$ cat src/iqr_fifo.sv
// Small register queue used between the front end, back end and result port.
module iqr_fifo #(
  parameter int unsigned Width = 32,
  parameter int unsigned Depth = 2
) (
  input  logic             clk_i,
  input  logic             rst_ni,
  input  logic             push_i,
  input  logic [Width-1:0] data_i,
  input  logic             pop_i,
  output logic [Width-1:0] data_o,
  output logic             full_o,
  output logic             empty_o
);

  localparam int unsigned PW = $clog2(Depth);
  localparam int unsigned CW = $clog2(Depth + 1);

  logic [Width-1:0] mem_q [Depth];
  logic [PW-1:0]    wptr_q, rptr_q;
  logic [CW-1:0]    cnt_q;
  logic             do_push, do_pop;

  assign full_o  = (cnt_q == CW'(Depth));
  assign empty_o = (cnt_q == '0);
  assign do_push = push_i && !full_o;
  assign do_pop  = pop_i && !empty_o;
  assign data_o  = mem_q[rptr_q];

  // Store entries
  always_ff @(posedge clk_i) begin
    if (do_push) begin
      mem_q[wptr_q] <= data_i;
    end
  end

  // Advance pointers and fill level
  always_ff @(posedge clk_i or negedge rst_ni) begin
    if (!rst_ni) begin
      wptr_q <= '0;
      rptr_q <= '0;
      cnt_q  <= '0;
    end else begin
      if (do_push) begin
        wptr_q <= (wptr_q == PW'(Depth - 1)) ? '0 : wptr_q + PW'(1);
      end
      if (do_pop) begin
        rptr_q <= (rptr_q == PW'(Depth - 1)) ? '0 : rptr_q + PW'(1);
      end
      if (do_push && !do_pop) begin
        cnt_q <= cnt_q + CW'(1);
      end else if (do_pop && !do_push) begin
        cnt_q <= cnt_q - CW'(1);
      end
    end
  end

endmodule

$ cat config.mk
export PLATFORM = sky130hd
export DESIGN_NAME = iqr_fifo
export DESIGN_NICKNAME = d
export VERILOG_FILES = /design/src/iqr_fifo.sv
export SDC_FILE = /design/constraint.sdc
export NUM_CORES = 1
export LEC_CHECK = 0
export BUFFER_PORTS_ARGS = -buffer_cell sky130_fd_sc_hd__buf_2
export CAP_MARGIN = 25
export CORE_MARGIN = 5
export CORE_UTILIZATION = 52
export DETAILED_ROUTE_END_ITERATION = 6
export GPL_ROUTABILITY_DRIVEN = 0
export PLACE_DENSITY_LB_ADDON = 0.15
export SETUP_SLACK_MARGIN = 0.02
export SLEW_MARGIN = 20
export SYNTH_ARGS = -nofsm -noshare
export SYNTH_HDL_FRONTEND = slang
export SYNTH_SLANG_ARGS = --single-unit
$ cat constraint.sdc
create_clock -name clk_i -period 3.49 [get_ports clk_i]
set_clock_uncertainty 0.05 [all_clocks]
set_input_delay 0.1745 -clock clk_i [delete_from_list [all_inputs] [get_ports clk_i]]
set_output_delay 0.1745 -clock clk_i [all_outputs]
set_load 0.05 [all_outputs]
=== Word level (Yosys, flattened, before mapping) ===
Memory sizes are Yosys's and may differ from the RTL's.
Cells that the tools add are included.

* Register bits: 4
* Memory bits (writable): 64
* Input bits: 36
* Output and inout bits: 34
* Word-level logic and storage cells: 25
* Memories kept: 1

{| class="wikitable"
|+ Memories
! name !! depth !! bits a word !! read ports !! clocked after Yosys merged registers in !! wr ports !! RTL line !! text
|-
| mem_q || 2 || 32 || 1 || 0 || 1 || 19 || <nowiki>logic [Width-1:0] mem_q [Depth];</nowiki>
|}

* Add/sub/neg operators: 4
* Equality and inequality tests: 1
* Mux-type cells: 6
* Reductions and logical operators: 10

{| class="wikitable"
|+ Operators with widths
! kind !! number
|-
| $logic_and 1x1->1 || 4
|-
| $logic_not 1->1 || 4
|-
| $mux 1 || 4
|-
| $mux 2 || 2
|-
| $add 1x1->1 const B || 2
|-
| $add 2x1->2 const B || 1
|-
| $eq 2x2->1 const B || 1
|-
| $logic_not 2->1 || 1
|-
| $reduce_bool 2->1 || 1
|-
| $sub 2x1->2 const B || 1
|}

=== Longest topological paths before layout ===
* Depth in word-level cells: 7
* Gate-level depth with buffers: 7
* Gate-level depth less buffers: 7

=== Worst setup path before layout ===
Ideal clock, no wire load.

* Kind: register -> register
* Start: register cnt_q[0]
* End: memory mem_q[0][0] (enable)
* Library setup time: 0.421 ns
* Data arrival time: 2.004 ns
* Data required time: 3.019 ns
* Setup slack: 1.015 ns
* Stages on the path, launching flop included: 4
* Buffers on the path: 0
* Period minus slack after synthesis: 2.475 ns
* Cell sequence: dfrtp_1 > nand2b_1 > nand2_1 > nor2_1

* Word-level cells in the longest chain between the ends: 5

{| class="wikitable"
|+ RTL lines
! element !! RTL line !! text
|-
| start: declaration || 21 || <nowiki>logic [CW-1:0] cnt_q;</nowiki>
|-
| start signal: assignment || 51 || <nowiki>cnt_q <= cnt_q + CW'(1);</nowiki>
|-
| start signal: assignment || 53 || <nowiki>cnt_q <= cnt_q - CW'(1);</nowiki>
|-
| $eq 2x2->1 || 24 || <nowiki>assign full_o = (cnt_q == CW'(Depth));</nowiki>
|-
| $logic_not 1->1 || 26 || <nowiki>assign do_push = push_i && !full_o;</nowiki>
|-
| $logic_and 1x1->1 || 26 ||
|-
| $mux 1 || 32 || <nowiki>if (do_push) begin</nowiki>
|-
| $mux 1 (not written as such) || 33 || <nowiki>mem_q[wptr_q] <= data_i;</nowiki>
|-
| end: declaration || 19 ||
|}

No other way between the ends.

=== Worst setup path after layout ===
* Start: register rptr_q
* End: output port data_o[14]

* Word-level cells in the longest chain between the ends: 1

{| class="wikitable"
|+ RTL lines
! element !! RTL line !! text
|-
| start: declaration || 20 || <nowiki>logic [PW-1:0] wptr_q, rptr_q;</nowiki>
|-
| start signal: assignment || 48 || <nowiki>rptr_q <= (rptr_q == PW'(Depth - 1)) ? '0 : rptr_q + PW'(1);</nowiki>
|-
| $mem_v2 2x32 || -- ||
|-
| end: declaration || 11 || <nowiki>output logic [Width-1:0] data_o,</nowiki>
|}

No other way between the ends.

==> results.py <==
metrics = {
    "run_status": {
        "status": "completed",
    },
    "sta": {
        "post-route-period-util_pct": 63.1,
        "hold_violations": 0,
        "fmax_mhz": 454,
        "setup_viol": 0,
        "period_needed_ps": 2200,
        "slew_headroom_pct": 33.9,
        "final_max_slew_viol_count": 0,
        "worst_slew_pin_slew_ps": 992,
        "final.setup.tns_ps": 0,
        "rsz0062_at_grt": "no",
    },
    "synthesis": {
        "synth.distinct_cells": 15,
        "synthTopCellsByArea": "edfxtp_1, mux2_4, dfrtp_1, buf_12, mux2_2",
        "yosys_warnings": 0,
        "syn_avg_cell_area_um2": 22.3,
        "yosysMostFrequentCell": "edfxtp_1",
        "syn_area_um2": 2660,
        "ys_ff_latch": 68,
        "synth.top_cell.area_share_pct": 72.3,
        "ys_seq_area_share_pct": 76.0,
        "ys_top_cells_by_count": "edfxtp_1, mux2_4, dfrtp_1",
        "netlist_instances": 119,
        "async_flop_share_pct": 5.88,
        "synth_edf_count": 64,
        "synth_fp_nets": 156,
        "yosysTopAreaCell": "edfxtp_1",
        "ys.flop_type": "edfxtp_1",
    },
    "pwr": {
        "p_per_area_nw_per_um2": 902,
        "cellLeakagePower_nw": 1.45,
        "irDropWorstVdd_mv": 0.726,
        "power_mw": 3.18,
    },
    "cts": {
        "cts.repair.resized": 0,
        "htree_levels": 3,
        "cts_made_buffers": 9,
        "root_buffer": "clkbuf_8",
        "clockBufferDepth": 2,
        "post_cts_buffers": 0,
        "worstSkewPairLatency_ps": 320,
        "cts.sinks": 68,
        "ctsHoldBuffers": 33,
        "cts_tree": "built",
        "clk_pin_slew_ps": 60,
    },
    "critical_path": {
        "critPathTopFamily": "flip-flops",
        "cp_data_arrival_time_ps": 1980,
        "critPathKind": "reg -> out",
        "slowest_delay_ps": 1020,
        "crit_chain": "mux2_2 -> buf_2",
        "end_kind": "output port",
        "cp_slowest_cell": "dfrtp_2",
        "worstPathRequired_ps": 3270,
        "crit_path_max_fanout": 33,
        "cp-start-kind": "register",
        "crit_buf_inv": 1,
    },
    "die": {
        "die_width_um": 81.5,
        "coreArea_um2": 5040,
        "num_rows": 26,
        "die_area_um2": 6640,
        "die_h_um": 81.5,
        "io_pins": 70,
        "start_util_pct": 52.7,
    },
    "routing": {
        "wire_per_inst_um": 15.4,
        "wl_met1_um": 1860,
        "drt_iter0_markers": 95,
        "routed_wl_um": 4670,
        "highest_layer": "met4",
        "drc_errors": 0,
        "vias": 1418,
        "vias_per_cell": 4.66,
        "dr_wl_met2_um": 2400,
        "dr.pass1.iters": 4,
        "dr_wl_met3_um": 301,
        "ant_nets": 0,
    },
    "final_layout": {
        "areaGrowthSynthToFinish_pct": 32.5,
        "utilization_pct": 69.9,
        "drive_gt1_share_pct": 49.6,
        "fillers": 353,
        "final_nets": 267,
        "diodes": 0,
    },
    "placement": {
        "dp_hpwl_um": 2950,
        "portBuffers": 69,
    },
    "global_route": {
        "grt_util_all_layers_pct": 15.3,
        "grt_pass1_vias": 1532,
        "grt_first_pass_wirelength_um": 7290,
        "grt_max_degree": 34,
        "overflow": 0,
        "antenna_found_initial": 0,
    },
    "hold_path": {
        "min_path_type": "in -> async",
    },
    "job": {
        "maxCapViolations": 0,
    },
}
power by group:
| group | internal [mW] | switching (mW) |
|---|---|---|
| sequential | 1.12 | 0.163 |
| combinational | 0.487 | 0.898 |
| clock | 0.247 | 0.262 |
| total | 1.86 | 1.32 |
kinds of logic after synthesis:
kind of cell | after synthesis | share of synthesized area (%)
xor gates and xnor gates | 5 | 1.65
muxes | 32 | 17.6
buffers and inverters | 6 | 2.96
and+or+nand+nor | 6 | 1.04
AOI/OAI and AO/OA | 1 | 0.188
DFF | 68 | 76.0
adders and majority gates | 1 | 0.471
sequential cells by signal (all words and copies together) (netlist names):
| signal | count |
|---|---|
| rptr_q | 1 |
| wptr_q | 1 |
| cnt_q | 2 |
| mem_q | 64 |
cell type report:
cell class	count	area, um2	share of cell area [%]
timing repair buffer	104	691	19.6
multi-input combinational	45	566	16.1
inverter	2	7.51	0.213
clock inverter	4	17.5	0.497
clock buffer	11	131	3.73
tap	70	87.6	2.49
sequential	68	2020	57.4
per-layer routing:
| layer | GRT usage (%) | up-vias |
|---|---|---|
| li1 | - | 679 |
| met3 | 4.17 | 11 |
| met4 | 9.63 | 0 |
| met2 | 25.2 | 50 |
| met5 | 0 | - |
| met1 | 17.8 | 678 |
placed cells by master (no fill, tap or decap), drive strengths merged:
cell type    Yosys  final
dfrtp            4      4
and3             1      1
mux2            32     32
clkinv           0      4
ha               1      1
inv              2      2
edfxtp          64     64
xor2             2      2
nor2             3      3
dlygate4sd3      0     33
clkbuf           0     11
buf              4     71
o21ai            1      1
nand2b           1      1
xnor2            3      3
nand2            1      1
worst paths after layout:
kind | from | endpoint | slack (ps) | cells past startpoint
max | rptr_q | data_o[14] | 1290 | 2
min | rst_ni | cnt_q[0] | 130 | 2
max reg2reg | cnt_q[0] | mem_q[0][22] | 1520 | 3
min reg2reg | cnt_q[1] | cnt_q[1] | 510 | 1
max in group asynchronous | rst_ni | rptr_q | 3120 | 2
min in group clk_i | pop_i | rptr_q | 130 | 3
through the flow:
stage	setup slack [ps]	instances	hold WS [ps]	area (um2)
floorplan	1020	119	-171	2660
global placement	1620	256	-70.3	3040
detailed placement	1500	256	-62.7	3040
CTS	1230	304	120	3520
global route	1180	304	120	3520
finish	1290	304	131	3520
No activity file was read; power rests on OpenSTA's default activity.
