`config.mk`:
```
export PLATFORM = sky130hd
export DESIGN_NAME = iqr_front
export DESIGN_NICKNAME = d
export VERILOG_FILES = /design/src/iqr_pkg.sv /design/src/iqr_front.sv
export SDC_FILE = /design/constraint.sdc
export NUM_CORES = 1
export LEC_CHECK = 0
export BUFFER_PORTS_ARGS = -buffer_cell sky130_fd_sc_hd__buf_2
export CORE_MARGIN = 5
export CORE_UTILIZATION = 33
export DETAILED_ROUTE_END_ITERATION = 7
export PLACE_DENSITY = 0.76
export SYNTH_ARGS = -nofsm -noshare
export SYNTH_HDL_FRONTEND = slang
export SYNTH_SLANG_ARGS = --single-unit
```
`constraint.sdc`:
```
create_clock -name clk_i -period 3.7 [get_ports clk_i]
set_input_delay 0.925 -clock clk_i [delete_from_list [all_inputs] [get_ports clk_i]]
set_output_delay 0.925 -clock clk_i [all_outputs]
set_load 0.01 [all_outputs]
```
`src/iqr_pkg.sv`:
```
// Shared types, constants and arithmetic helpers of the incremental QR core.
package iqr_pkg;

  localparam int unsigned MaxRowsDef = 64;
  localparam int unsigned MaxColsDef = 16;
  localparam int unsigned Frac       = 29;
  // Slot field sized for the largest supported row count
  localparam int unsigned SlotW      = 10;
  // Dividend of a unit scaling: magnitude shifted up by the fraction bits
  localparam int unsigned DvdW       = 32 + Frac;
  localparam logic [6:0]  RowsReset  = 7'd64;
  localparam logic        KindR      = 1'b0;
  localparam logic        KindB      = 1'b1;

  typedef enum logic [1:0] {
    CMD_COLUMN = 2'd0,
    CMD_VECTOR = 2'd1,
    CMD_CLEAR  = 2'd2,
    CMD_NONE   = 2'd3
  } cmd_e;

  typedef enum logic [1:0] {
    OP_COLUMN = 2'd0,
    OP_VECTOR = 2'd1,
    OP_CLEAR  = 2'd2
  } op_e;

  typedef enum logic [1:0] {
    ST_OK   = 2'd0,
    ST_ZERO = 2'd1,
    ST_FULL = 2'd2
  } status_e;

  typedef struct packed {
    logic [1:0]         command;
    logic signed [31:0] value;
  } cmd_item_t;

  typedef struct packed {
    logic               kind;
    logic [3:0]         index;
    logic signed [31:0] entry;
    logic [1:0]         status;
    logic               final_res;
  } result_t;

  // Work handed from the front end to the back end
  typedef struct packed {
    op_e                op;
    logic [SlotW-1:0]   slot;
    logic               last;
    logic signed [31:0] value;
  } work_t;

  function automatic logic signed [31:0] sat32(input logic signed [34:0] x);
    if (x > 35'sd2147483647) return 32'sh7fffffff;
    if (x < -35'sd2147483648) return 32'sh80000000;
    return x[31:0];
  endfunction

  // Round a Q4.58 sum back to Q2.29 (add half, floor) and saturate
  function automatic logic signed [31:0] round_q(input logic [63:0] acc);
    logic [63:0]        t;
    logic signed [63:0] s;
    t = acc + 64'd268435456;
    s = t;
    return sat32(35'(s >>> Frac));
  endfunction

  function automatic logic [31:0] mag32(input logic signed [31:0] x);
    return x[31] ? (~x + 32'd1) : x;
  endfunction

  // Apply the sign to a unit-scaling quotient and saturate
  function automatic logic signed [31:0] scale_sat(input logic neg,
                                                   input logic [DvdW-1:0] q);
    if (!neg) begin
      if (q > DvdW'(32'h7fffffff)) return 32'sh7fffffff;
      return q[31:0];
    end
    if (q >= DvdW'(32'h80000000)) return 32'sh80000000;
    return ~q[31:0] + 32'd1;
  endfunction

endpackage

```
`src/iqr_front.sv`:
```
// Front end: accepts commands, tracks the loading vector and queues work.
module iqr_front import iqr_pkg::*; #(
  parameter int unsigned MaxRows = MaxRowsDef
) (
  input  logic                           clk_i,
  input  logic                           rst_ni,
  input  logic [$clog2(MaxRows+1)-1:0]   rows_i,
  input  logic                           push_i,
  input  cmd_item_t                      in_data_i,
  input  logic                           q_full_i,
  output logic                           q_push_o,
  output work_t                          q_data_o
);

  localparam int unsigned ECW = $clog2(MaxRows + 1);

  logic [ECW-1:0] cnt_q, cnt_d;
  logic           kind_q, kind_d;
  logic           accept;
  logic           kind_bit;
  logic [ECW-1:0] base, nxt;
  logic           last;

  assign accept   = push_i && !q_full_i;
  assign kind_bit = in_data_i.command[0];

  // Slot of the element, restarting on a change of vector kind
  always_comb begin
    base = cnt_q;
    if (cnt_q != '0 && kind_bit != kind_q) begin
      base = '0;
    end
    if (base >= ECW'(MaxRows)) begin
      base = ECW'(MaxRows - 1);
    end
    nxt  = base + ECW'(1);
    last = (nxt >= rows_i);
  end

  // Classify the command and build the queue entry
  always_comb begin
    cnt_d           = cnt_q;
    kind_d          = kind_q;
    q_push_o        = 1'b0;
    q_data_o.op     = OP_CLEAR;
    q_data_o.slot   = SlotW'(base);
    q_data_o.last   = last;
    q_data_o.value  = in_data_i.value;
    unique case (cmd_e'(in_data_i.command))
      CMD_COLUMN, CMD_VECTOR: begin
        q_push_o    = accept;
        q_data_o.op = kind_bit ? OP_VECTOR : OP_COLUMN;
        if (accept) begin
          kind_d = kind_bit;
          cnt_d  = last ? '0 : nxt;
        end
      end
      CMD_CLEAR: begin
        q_push_o = accept;
        if (accept) begin
          cnt_d = '0;
        end
      end
      CMD_NONE: begin
        q_push_o = 1'b0;
      end
    endcase
  end

  always_ff @(posedge clk_i or negedge rst_ni) begin
    if (!rst_ni) begin
      cnt_q  <= '0;
      kind_q <= 1'b0;
    end else begin
      cnt_q  <= cnt_d;
      kind_q <= kind_d;
    end
  end

endmodule

```
After elaboration in Yosys (flattened, before gate mapping)
Index checks and enable logic that the tools add are counted.
- bits in registers: 8
- bits in latches: 0
- RAM bits: 0
- bits in read-only memories: 0
- output and inout bits: 46
- word-level logic and storage cells: 30
- memories: 0
- $add $sub $neg: 1
- $mul: 0
- div/mod/pow operators: 0
- order comparisons: 2
- equal/unequal tests: 6
- shift-type cells: 0
- multiplexer cells: 9
- bitwise operators: 0
- reductions and logical operators: 10
- operators with widths (cell ; count):
    two-way mux 7 bit ; 5
    one-hot mux 7 bit (2 select lines) ; 1
    adder 7 x 1 -> 7 bit (second input constant) ; 1
    greater-or-equal comparator 7 bit ; 1
    greater-or-equal comparator 7 bit (second input constant) ; 1
    nonzero test 7 bit ; 1
    equality test 2 bit (second input constant) ; 2
    inequality test 2 bit (second input constant) ; 2
    AND reduction 3 bit ; 1
    OR reduction 3 bit ; 1
    equality test 2 x 1 -> 1 bit (second input constant) ; 1
    logical AND 1 bit ; 2
    zero test 2 bit ; 1
    two-way mux 2 bit ; 1
    one-hot mux 1 bit (2 select lines) ; 1
    AND reduction 2 bit ; 1
    nonzero test 2 bit ; 1
    OR reduction 2 bit ; 1
    zero test 1 bit ; 1
    two-way mux 1 bit ; 1
    inequality test 1 bit ; 1

Longest topological paths before layout
Gate-level depths: netlist of the first run.
- depth after elaboration: 10
- mapped depth: 13

Worst setup path after synthesis of the first run
Ideal clock, no wire load.
- path kind: in2out
- start: input port in_data_i[32] (netlist name)
- end: output port q_data_o[32] (netlist name)
- data arrival time: 3052 ps
- required time: 2775 ps
- path slack: -277 ps
- cell stages on the path: 10
- path buffers: 1
- cells stage by stage: xor2_1 nor2_1 ha_1 and3_2 o311ai_0 inv_1 ha_1 nand3_1 o31ai_1 buf_4
- RTL lines (item ; line ; source):
    from (decl) ; iqr_front.sv:9 ; input cmd_item_t in_data_i,
    to (decl) ; iqr_front.sv:12 ; output work_t q_data_o

==> out/results.tsv, run 1 <==
metric	value	unit
synth_warnings	0	
peakVddDrop	0.1755	mV
synth_area_leaders	buf_4 28%, dfrtp_1 20%, ha_1 10%	
num_rows	19	
grt_use_total	11.50	%
r2r_cells	11	
finalHoldViolations	0	
start_util	34.92	%
ant_nets	0	
max_stage_delay	300	ps
coreArea	0.002805	sq mm
routed_via_density	5.076	
fp.dieW	64.49	microns
cts_buffer_depth	2	
synth_edf_count	0	
cts_tree	done	
finClkSkew	0.3326	ps
synth_cells	127	
arrival	2720	ps
power_density	301.5	mW/mm^2
maxCapViolCount	0	
totalWireLength	2351	microns
root_buffer	clkbuf_4	
dr.pass1.iters	4	
syn_avg_cell_area	7.714	sq um
drt-initial-drc-count	24	
dr_total_vias	802	
io_buffer_count	22	
die_h	64.49	microns
numPlacedInstances	151	
synth_area	979.7	sq um
fmax	274.6	MHz
synth_top_area_share	28.35	%
synth_flop_cell	dfrtp_1	
hp-class	in2async	
setup_viol	0	
period_needed	3642	ps
overflow	0	
rsz0062_at_grt	yes	
yosysUniqueCellTypes	28	
reg2reg_slack	840	ps
crit_path_max_fanout	4	
dieArea	0.004158	sq mm
hold_buffers	0	
ys_async_sr_fraction	100.0	%
required	2770	ps
clkLatencyLatePin	250	ps
fin_area	0.001067	sq mm
start_kind	input pin	
n_antenna_cell	0	
path_cells	buf_8 -> xor2_4 -> nor2_2 -> ha_2 -> and3_4 -> o311ai_4 -> inv_2 -> ha_4 -> nand3_2 -> o31ai_1 -> buf_2	
stdcell_count	158	
grt_max_degree	12	
crit_path_top_delay_cell	o311ai_4	
slew_violations	0	
yosysSeqAreaShare	20.43	%
status	complete, no violations	
drive_gt1_share	44.88	%
yosys.area.top_type	buf_4	
post-dp-hpwl	1696	microns
clk_pin_slew	50	ps
finalNetCount	182	
period_share	98.43	%
fin_ws	58.00	ps
grt_first_pass_wirelength	3691	microns
wl_per_cell	14.88	microns
h-tree-depth	1	
antenna_found_initial	0	
critPathKind	in2out	
clkSinkCount	8	
drc_errors	0	
leakage	0.5794	nW
io_pins	91	
placed_cell_area	932.1	sq um
grt_pass1_vias	793	
synth_seq_cells	8	
critPathCaptureType	output pin	
pre_cts_slack	-86.24	ps
globalplace.congestion	0.8652	
cts_buffers	3	
syn_to_final_growth	8.940	%
power by group:
part / total, mW / internal, mW / switching [mW]
Clock: 0.0672 / 0.0371 / 0.0300
Sequential: 0.110 / 0.0959 / 0.0137
Combinational: 0.145 / 0.0756 / 0.0694
Total: 0.322 / 0.209 / 0.113
metal layers:
layer  track usage, %  vias to the layer above  wire [microns]
met4            10.55                        0             144
met5                0                        -               0
met2            17.78                       32            1118
li1                 -                      382               -
met3            3.454                       26             179
met1            12.62                      362             909
sequential cells by signal, indices dropped and copies added, names as in the netlist:
name    cells
cnt_q       7
kind_q      1
layout by cell type, fill, tap and decap left out, types with 2 or more instances in the layout:
master and count:
nand2_1 8, inv_1 9, a21o_1 4, buf_2 21, a21oi_2 3, o21ai_0 6, dfrtp_2 2, buf_4 12
nor2_1 12, dfrtp_1 6, conb_1 4, nand3_1 2, clkbuf_4 3, ha_1 6, nand2b_1 4, nor2_2 2
a211oi_1 2
worst paths after layout:
path,to,from
worst max register to register,cnt_q[5],cnt_q[2]
max in group asynchronous,cnt_q[2],rst_ni
worst max-delay path,q_data_o[32],in_data_i[32]
worst min-delay path,cnt_q[0],rst_ni
worst min register to register,cnt_q[2],cnt_q[2]
min in group clk_i,cnt_q[2],cnt_q[2]
critical path: cells and delay by family:
kind,cells,cell delay [ps]
xor gates and xnor gates,1,160
buffers and inverters,3,360
AOI/OAI and AO/OA,2,510
adders and majority gates,2,450
and+or+nand+nor,3,310
cells in the mapped netlist (2+ instances only):
library cell	count
a21oi_1	3
a211oi_1	2
dfrtp_1	8
nand3_1	3
nor2_1	14
o21ai_0	6
ha_1	8
clkbuf_1	3
a21o_1	4
buf_4	37
xor2_1	2
inv_1	10
nand2b_1	4
and3_2	2
nand2_1	8
logic make-up (layout without fill, tap and decap cells):
logic type               count (synthesis)  count (layout)  synth area share (%)
flip-flops                               8               8                 20.43
multiplexers                             1               1                 1.149
XOR/XNOR                                 2               2                 1.788
AO/OA/AOI/OAI                           22              22                 15.97
adder cells (fa/ha/maj)                  8               8                 10.22
buffers and inverters                   50              47                 33.33
AND/OR/NAND/NOR                         35              35                 16.73
other                                    1               4                0.3828
metrics by stage:
step	utilization [%]	TNS, ps	total power [mW]	hold WS, ps
after floorplan	-	0	0.2074	486.0
after global placement	33.23	-80.85	0.2149	520.3
after detailed placement	33.23	-86.24	0.2178	549.7
after CTS	35.86	0	0.3049	507.1
after global routing	38.05	-48.73	0.3470	509.9
final	38.05	0	0.3218	510.9
what timing repair did:
| action | in CTS | in global routing |
|---|---|---|
| gates cloned | 0 | 0 |
| endpoints found under the setup margin | 1 | 1 |
| pin swaps | 2 | 5 |
| buffers inserted | 2 | 2 |
| gates resized for setup | 6 | 12 |
area by class of cell:
| type | instances | area [sq um] |
|---|---|---|
| repair buffers | 34 | 210.2 |
| well taps | 31 | 38.79 |
| flip-flops and latches | 8 | 202.7 |
| fillers | 298 | 1738 |
| clock buffers | 3 | 22.52 |
| multi-input cells | 72 | 555.5 |
| inverters | 10 | 37.54 |
Note: power is estimated with default switching activity, not from simulation.
==> run 2, diff against run 1 <==
--- a/config.mk
+++ b/config.mk
@@ -9,6 +9,7 @@
 export CORE_MARGIN = 5
 export CORE_UTILIZATION = 33
 export DETAILED_ROUTE_END_ITERATION = 7
+export MAX_ROUTING_LAYER = met4
 export PLACE_DENSITY = 0.76
 export SYNTH_ARGS = -nofsm -noshare
 export SYNTH_HDL_FRONTEND = slang
==> constraint.sdc (replaced) <==
create_clock -name clk_i -period 3.25 [get_ports clk_i]
set_input_delay 0.8125 -clock clk_i [delete_from_list [all_inputs] [get_ports clk_i]]
set_output_delay 0.8125 -clock clk_i [all_outputs]
set_load 0.01 [all_outputs]
==> out/results.tsv, run 2 (synthesis results as in run 1) <==
metric	value	unit	change
coreArea	0.002805	sq mm	unchanged
period_share	108.7	%	
n_fill_cell	269		was 298
top_regs	cnt_q: 7 flops, kind_q: 1 flops		unchanged
required	2440	ps	was 2770 ps
start_kind	input pin		unchanged
grt_use_total	11.32	%	was 11.50%
dr.pass1.iters	4		unchanged
leakage	0.6429	nW	was 0.5794 nW
die_h	64.49	microns	unchanged
clk_pin_slew	50	ps	about the same
wl_per_cell	13.91	microns	was 14.88 microns
drc_errors	0		unchanged
fmax	283.1	MHz	
grt.busiest_layer	met2		unchanged
globalplace.congestion	0.8474		was 0.8652
io_buffer_count	22		unchanged
slew_headroom	48.22	%	
critPathKind	in2out		unchanged
slew_violations	0		unchanged
num_rows	19		unchanged
clkLatencyLatePin	250	ps	about the same
fin_area	0.001176	sq mm	was 0.001067 sq mm
cts_buffers	3		unchanged
totalWireLength	2350	microns	was 2351 microns
grtUsageMet1	13.67	%	was 12.62%
setup_viol	2		was 0
cts_buffer_depth	2		unchanged
h-tree-depth	1		unchanged
rsz0062_at_grt	yes		unchanged
tightestPinTransition	764.6	ps	
crit_path_max_fanout	4		unchanged
cts_tree	done		unchanged
status	finished with violations		was complete, no violations
largest_register_ff_count	7		unchanged
largest_register	cnt_q		unchanged
grtUsageMet2	16.11	%	was 17.78%
fp.dieW	64.49	microns	unchanged
p_total	0.3947	mW	was 0.3218 mW
drive_gt1_share	48.55	%	was 44.88%
n_antenna_cell	0		unchanged
mostFrequentLayoutCells	23 x buf_4, 21 x buf_2, 12 x nor2_1		was 21 x buf_2, 12 x nor2_1, 12 x buf_4
maxCapViolCount	0		unchanged
routed_via_density	4.905		was 5.076
seqCellArea	200.2	sq um	was 202.7 sq um
clkSinkCount	8		unchanged
dr_total_vias	829		was 802
violations	setup timing		
grt_use_met3	5.181	%	was 3.454%
period_needed	3533	ps	
finClkSkew	1.639	ps	was 0.3326 ps
post-route-util	41.93	%	was 38.05%
root_buffer	clkbuf_4		unchanged
syn_to_final_growth	20.05	%	was 8.940%
io_pins	91		unchanged
grt_first_pass_wirelength	3657	microns	was 3691 microns
overflow	0		unchanged
arrival	2720	ps	about the same
layout_commonest_cell	buf_4		was buf_2
hold_buffers	0		unchanged
critPathCaptureType	output pin		unchanged
drt-initial-drc-count	22		was 24
start_util	34.92	%	unchanged
ant_nets	0		unchanged
placed_cell_area	0.001025	sq mm	was 932.1 sq um
pre_cts_slack	-305.4	ps	was -86.24 ps
post-dp-hpwl	1762	microns	was 1696 microns
fin_ws	-282.9	ps	was 58.00 ps
antenna_found_initial	0		unchanged
peakVddDrop	0.2374	mV	was 0.1755 mV
grt_max_degree	12		unchanged
tns	-286.9	ps	was 0 ps
multi_input_area	588.1	sq um	was 555.5 sq um
grt_pass1_vias	808		was 793
power_density	335.6	mW/mm^2	was 301.5 mW/mm^2
dieArea	0.004158	sq mm	unchanged
finalNetCount	193		was 182
hp-class	in2async		unchanged
finalHoldViolations	0		unchanged
==> run 2: cell count changes in the layout (fill, tap and decap cells not counted), sizes merged <==
cell	before	now
buf	34	45
==> run 2: path summary, 6_finish.rpt <==
| path | from | cells after the start | slack, ps | endpoint |
|---|---|---|---|---|
| max | in_data_i[32] | 12 | -280 | q_data_o[32] |
| min reg2reg | cnt_q[0] | 2 | 610 | cnt_q[0] |
| min | rst_ni | 1 | 390 | cnt_q[4] |
| min in group clk_i | cnt_q[0] | 2 | 610 | cnt_q[0] |
| max reg2reg | cnt_q[1] | 14 | 110 | cnt_q[2] |
| max in group asynchronous | rst_ni | 1 | 2690 | cnt_q[5] |
==> run 2: cell type report <==
| type | instances | share of cell area [%] |
|---|---|---|
| clock buffer | 3 | 1.915 |
| sequential | 8 | 17.02 |
| timing repair buffer | 45 | 24.57 |
| multi-input combinational | 72 | 50.00 |
| tap | 31 | 3.298 |
| inverter | 10 | 3.191 |
==> run 2: metrics by stage <==
step / cells / hold slack (ps)
CTS: 166 / 387.1
global route: 169 / 394.7
floorplan: 130 / 486.0
finish: 169 / 392.7
detailed placement: 159 / 580.5
global placement: 159 / 567.5
==> run 2: per-layer routing <==
metal | part of all wire [%] | routed length [microns] | up-vias
met3 | 10 | 237 | 8
met4 | 1.5 | 35 | 0
li1 | - | - | 399
met1 | 41 | 968 | 383
met2 | 47 | 1109 | 39
met5 | 0 | 0 | -
==> run 2: worst max-delay path: stages <==
cell	delay [ps]
buf_4	140
xor2_4	240
nor2_4	80
ha_4	160
and3_4	180
o311ai_4	320
inv_2	80
ha_4	160
a21o_1	170
a21oi_2	170
o31ai_2	80
buf_2	140
==> run 2: repair_timing <==
action / CTS / global route
resized for setup: 4 / 12
setup endpoints to repair: 1 / 8
pin swaps: 5 / 8
buffers inserted: 4 / 3
==> run 2: where the power goes <==
group          total [mW]  internal [mW]  switching [mW]
Sequential          0.120          0.109          0.0110
Combinational       0.198          0.107          0.0916
Clock              0.0761         0.0423          0.0339
Total               0.395          0.258           0.137
==> run 3, diff against run 2 <==
--- a/config.mk
+++ b/config.mk
@@ -6,11 +6,13 @@
 export NUM_CORES = 1
 export LEC_CHECK = 0
 export BUFFER_PORTS_ARGS = -buffer_cell sky130_fd_sc_hd__buf_2
+export CELL_PAD_IN_SITES_DETAIL_PLACEMENT = 0
+export CELL_PAD_IN_SITES_GLOBAL_PLACEMENT = 1
 export CORE_MARGIN = 5
-export CORE_UTILIZATION = 33
+export CORE_UTILIZATION = 21
 export DETAILED_ROUTE_END_ITERATION = 7
 export MAX_ROUTING_LAYER = met4
-export PLACE_DENSITY = 0.76
+export PLACE_DENSITY_LB_ADDON = 0.1
 export SYNTH_ARGS = -nofsm -noshare
 export SYNTH_HDL_FRONTEND = slang
 export SYNTH_SLANG_ARGS = --single-unit
==> out/results.tsv, run 3 (synthesis results as in run 1) <==
metric	value	unit	change
period_share	103.5	%	was 108.7%
leakage	0.6296	nW	was 0.6429 nW
worstPathBufferInverterCount	4		was 3
wl_per_cell	14.49	microns	was 13.91 microns
grt_max_degree	12		unchanged
post-route-util	27.53	%	was 41.93%
setup_viol	1		was 2
grt_first_pass_wirelength	4505	microns	was 3657 microns
n_antenna_cell	0		unchanged
power_density	353.6	mW/mm^2	was 335.6 mW/mm^2
required	2440	ps	about the same
overflow	0		unchanged
h-tree-depth	1		unchanged
root_buffer	clkbuf_8		was clkbuf_4
drive_gt1_share	51.49	%	was 48.55%
top_regs	cnt_q: 7 flops, kind_q: 1 flops		unchanged
drc_errors	0		unchanged
pre_cts_slack	-318.5	ps	was -305.4 ps
dr.pass1.iters	4		unchanged
period_needed	3364	ps	was 3533 ps
max_stage_delay	180	ps	was 320 ps
peakVddDrop	0.06771	mV	was 0.2374 mV
crit_top_cell	ha_4		unchanged
largest_register	cnt_q		unchanged
slew_violations	0		unchanged
rsz0062_at_grt	yes		unchanged
routed_via_density	4.441		was 4.905
cts_buffers	3		unchanged
ant_nets	0		unchanged
grt_pass1_vias	906		was 808
cts_tree	done		unchanged
seqCellArea	200.2	sq um	unchanged
critPathCaptureType	output pin		unchanged
io_pins	91		unchanged
finalHoldViolations	0		unchanged
syn_to_final_growth	24.90	%	was 20.05%
crit_path_start	in_data_i[32]		unchanged
r2r_start	cnt_q[2]		was cnt_q[1]
post-dp-hpwl	2220	microns	was 1762 microns
cpLargestDelayFamily	compound AO/OA/AOI/OAI gates		unchanged
arrival	2550	ps	was 2720 ps
fmax	297.3	MHz	was 283.1 MHz
io_buffer_count	22		unchanged
globalplace.congestion	0.7034		was 0.8474
layout_commonest_cell	buf_2		was buf_4
tightestPinTransition	644.8	ps	was 764.6 ps
start_util	22.04	%	was 34.92%
finClkSkew	0.6894	ps	was 1.639 ps
coreArea	0.004444	sq mm	was 0.002805 sq mm
drt-initial-drc-count	34		was 22
maxCapViolCount	0		unchanged
multi_input_area	616.8	sq um	was 588.1 sq um
crit_path_top_delay_cell	a21o_1		was o311ai_4
clk_pin_slew	40	ps	was 50 ps
largest_register_ff_count	7		unchanged
status	finished with violations		unchanged
dr_total_vias	826		was 829
endpoint	q_data_o[32]		unchanged
n_fill_cell	518		was 269
violations	setup timing		unchanged
reg2reg_slack	280	ps	was 110 ps
die_h	78.30	microns	was 64.49 microns
finalNetCount	189		was 193
path_cells	buf_8 -> xor2_4 -> nor2_4 -> ha_4 -> buf_4 -> o21ai_0 -> o311ai_4 -> inv_2 -> ha_4 -> a21o_1 -> a21oi_2 -> o31ai_2 -> buf_2		was buf_4 -> xor2_4 -> nor2_4 -> ha_4 -> and3_4 -> o311ai_4 -> inv_2 -> ha_4 -> a21o_1 -> a21oi_2 -> o31ai_2 -> buf_2
clkSinkCount	8		unchanged
totalWireLength	2695	microns	was 2350 microns
hold_buffers	0		unchanged
mostFrequentLayoutCells	21 x buf_2, 19 x buf_4, 10 x nor2_1		was 23 x buf_4, 21 x buf_2, 12 x nor2_1
critPathKind	in2out		unchanged
hp-class	in2async		unchanged
critical_path_cell_count	13		was 12
slew_headroom	56.33	%	was 48.22%
cts_buffer_depth	2		unchanged
crit_path_max_fanout	3		was 4
start_kind	input pin		unchanged
num_rows	24		was 19
timing.rr.end	cnt_q[2]		unchanged
clkLatencyLatePin	230	ps	was 250 ps
fin_ws	-113.5	ps	was -282.9 ps
antenna_found_initial	0		unchanged
dieArea	0.006131	sq mm	was 0.004158 sq mm
fp.dieW	78.30	microns	was 64.49 microns
grt_use_total	9.518	%	was 11.32%
r2r_cells	11		was 14
## run 3: cell count changes in the layout (fill, tap and decap cells not counted), moves of 2 or more
| cell | previous run | this run |
|---|---|---|
| clkbuf_4 | 3 | 0 |
| nor2_2 | 0 | 2 |
| ha_2 | 0 | 2 |
| nor2_1 | 12 | 10 |
| a21oi_2 | 1 | 3 |
| buf_4 | 23 | 19 |
| clkbuf_8 | 0 | 3 |
## run 3: where the power goes
| group | leakage [nW] | total [mW] | switching (mW) | internal (mW) |
|---|---|---|---|---|
| sequential | 0.107 | 0.127 | 0.0172 | 0.109 |
| combinational | 0.501 | 0.185 | 0.0896 | 0.0955 |
| clock | 0.0216 | 0.121 | 0.0406 | 0.0804 |
| total | 0.630 | 0.433 | 0.147 | 0.285 |
## run 3: cell type report
class / count / area share (%)
Inverter: 10 / 3.067
Multi-Input combinational cell: 72 / 50.41
Clock buffer: 3 / 3.374
Timing Repair Buffer: 41 / 21.47
Sequential cell: 8 / 16.36
Tap cell: 52 / 5.317
## run 3: what timing repair did
| action | in CTS | in global routing |
|---|---|---|
| pin swaps | 12 | 5 |
| setup buffers | 4 | 1 |
| resized for setup | 20 | 3 |
| setup endpoints to repair | 1 | 2 |
## run 3: worst min-delay path by stage
stage | to | depth (start not counted) | from | slack, ps
final | cnt_q[5] | 1 | rst_ni | 420
after global routing | cnt_q[5] | 1 | rst_ni | 440
after CTS | cnt_q[3] | 1 | rst_ni | 430
after detailed placement | cnt_q[1] | 2 | cnt_q[1] | 580
after global placement | cnt_q[0] | 2 | cnt_q[0] | 580
after floorplan | cnt_q[1] | 2 | cnt_q[1] | 490
## run 3: routing by layer
| metal | vias to the layer above | GRT usage [%] | share of wire, % |
|---|---|---|---|
| met1 | 379 | 11.36 | 44 |
| met3 | 20 | 2.288 | 5.8 |
| met4 | 0 | 4.545 | 2.8 |
| met2 | 34 | 15.07 | 47 |
| met5 | - | - | 0 |
| li1 | 393 | - | - |
## run 3: through the flow
| stage | setup TNS [ps] | area [sq um] | power, mW | hold WS [ps] | std cells |
|---|---|---|---|---|---|
| floorplan | -99.66 | 1045 | 0.2482 | 486.0 | 130 |
| global placement | -1301 | 1044 | 0.2821 | 575.4 | 179 |
| detailed placement | -1415 | 1044 | 0.2811 | 579.9 | 179 |
| CTS | -173.4 | 1204 | 0.4400 | 426.0 | 185 |
| global route | -233.7 | 1224 | 0.4667 | 437.6 | 186 |
| finish | -113.5 | 1224 | 0.4326 | 421.2 | 186 |
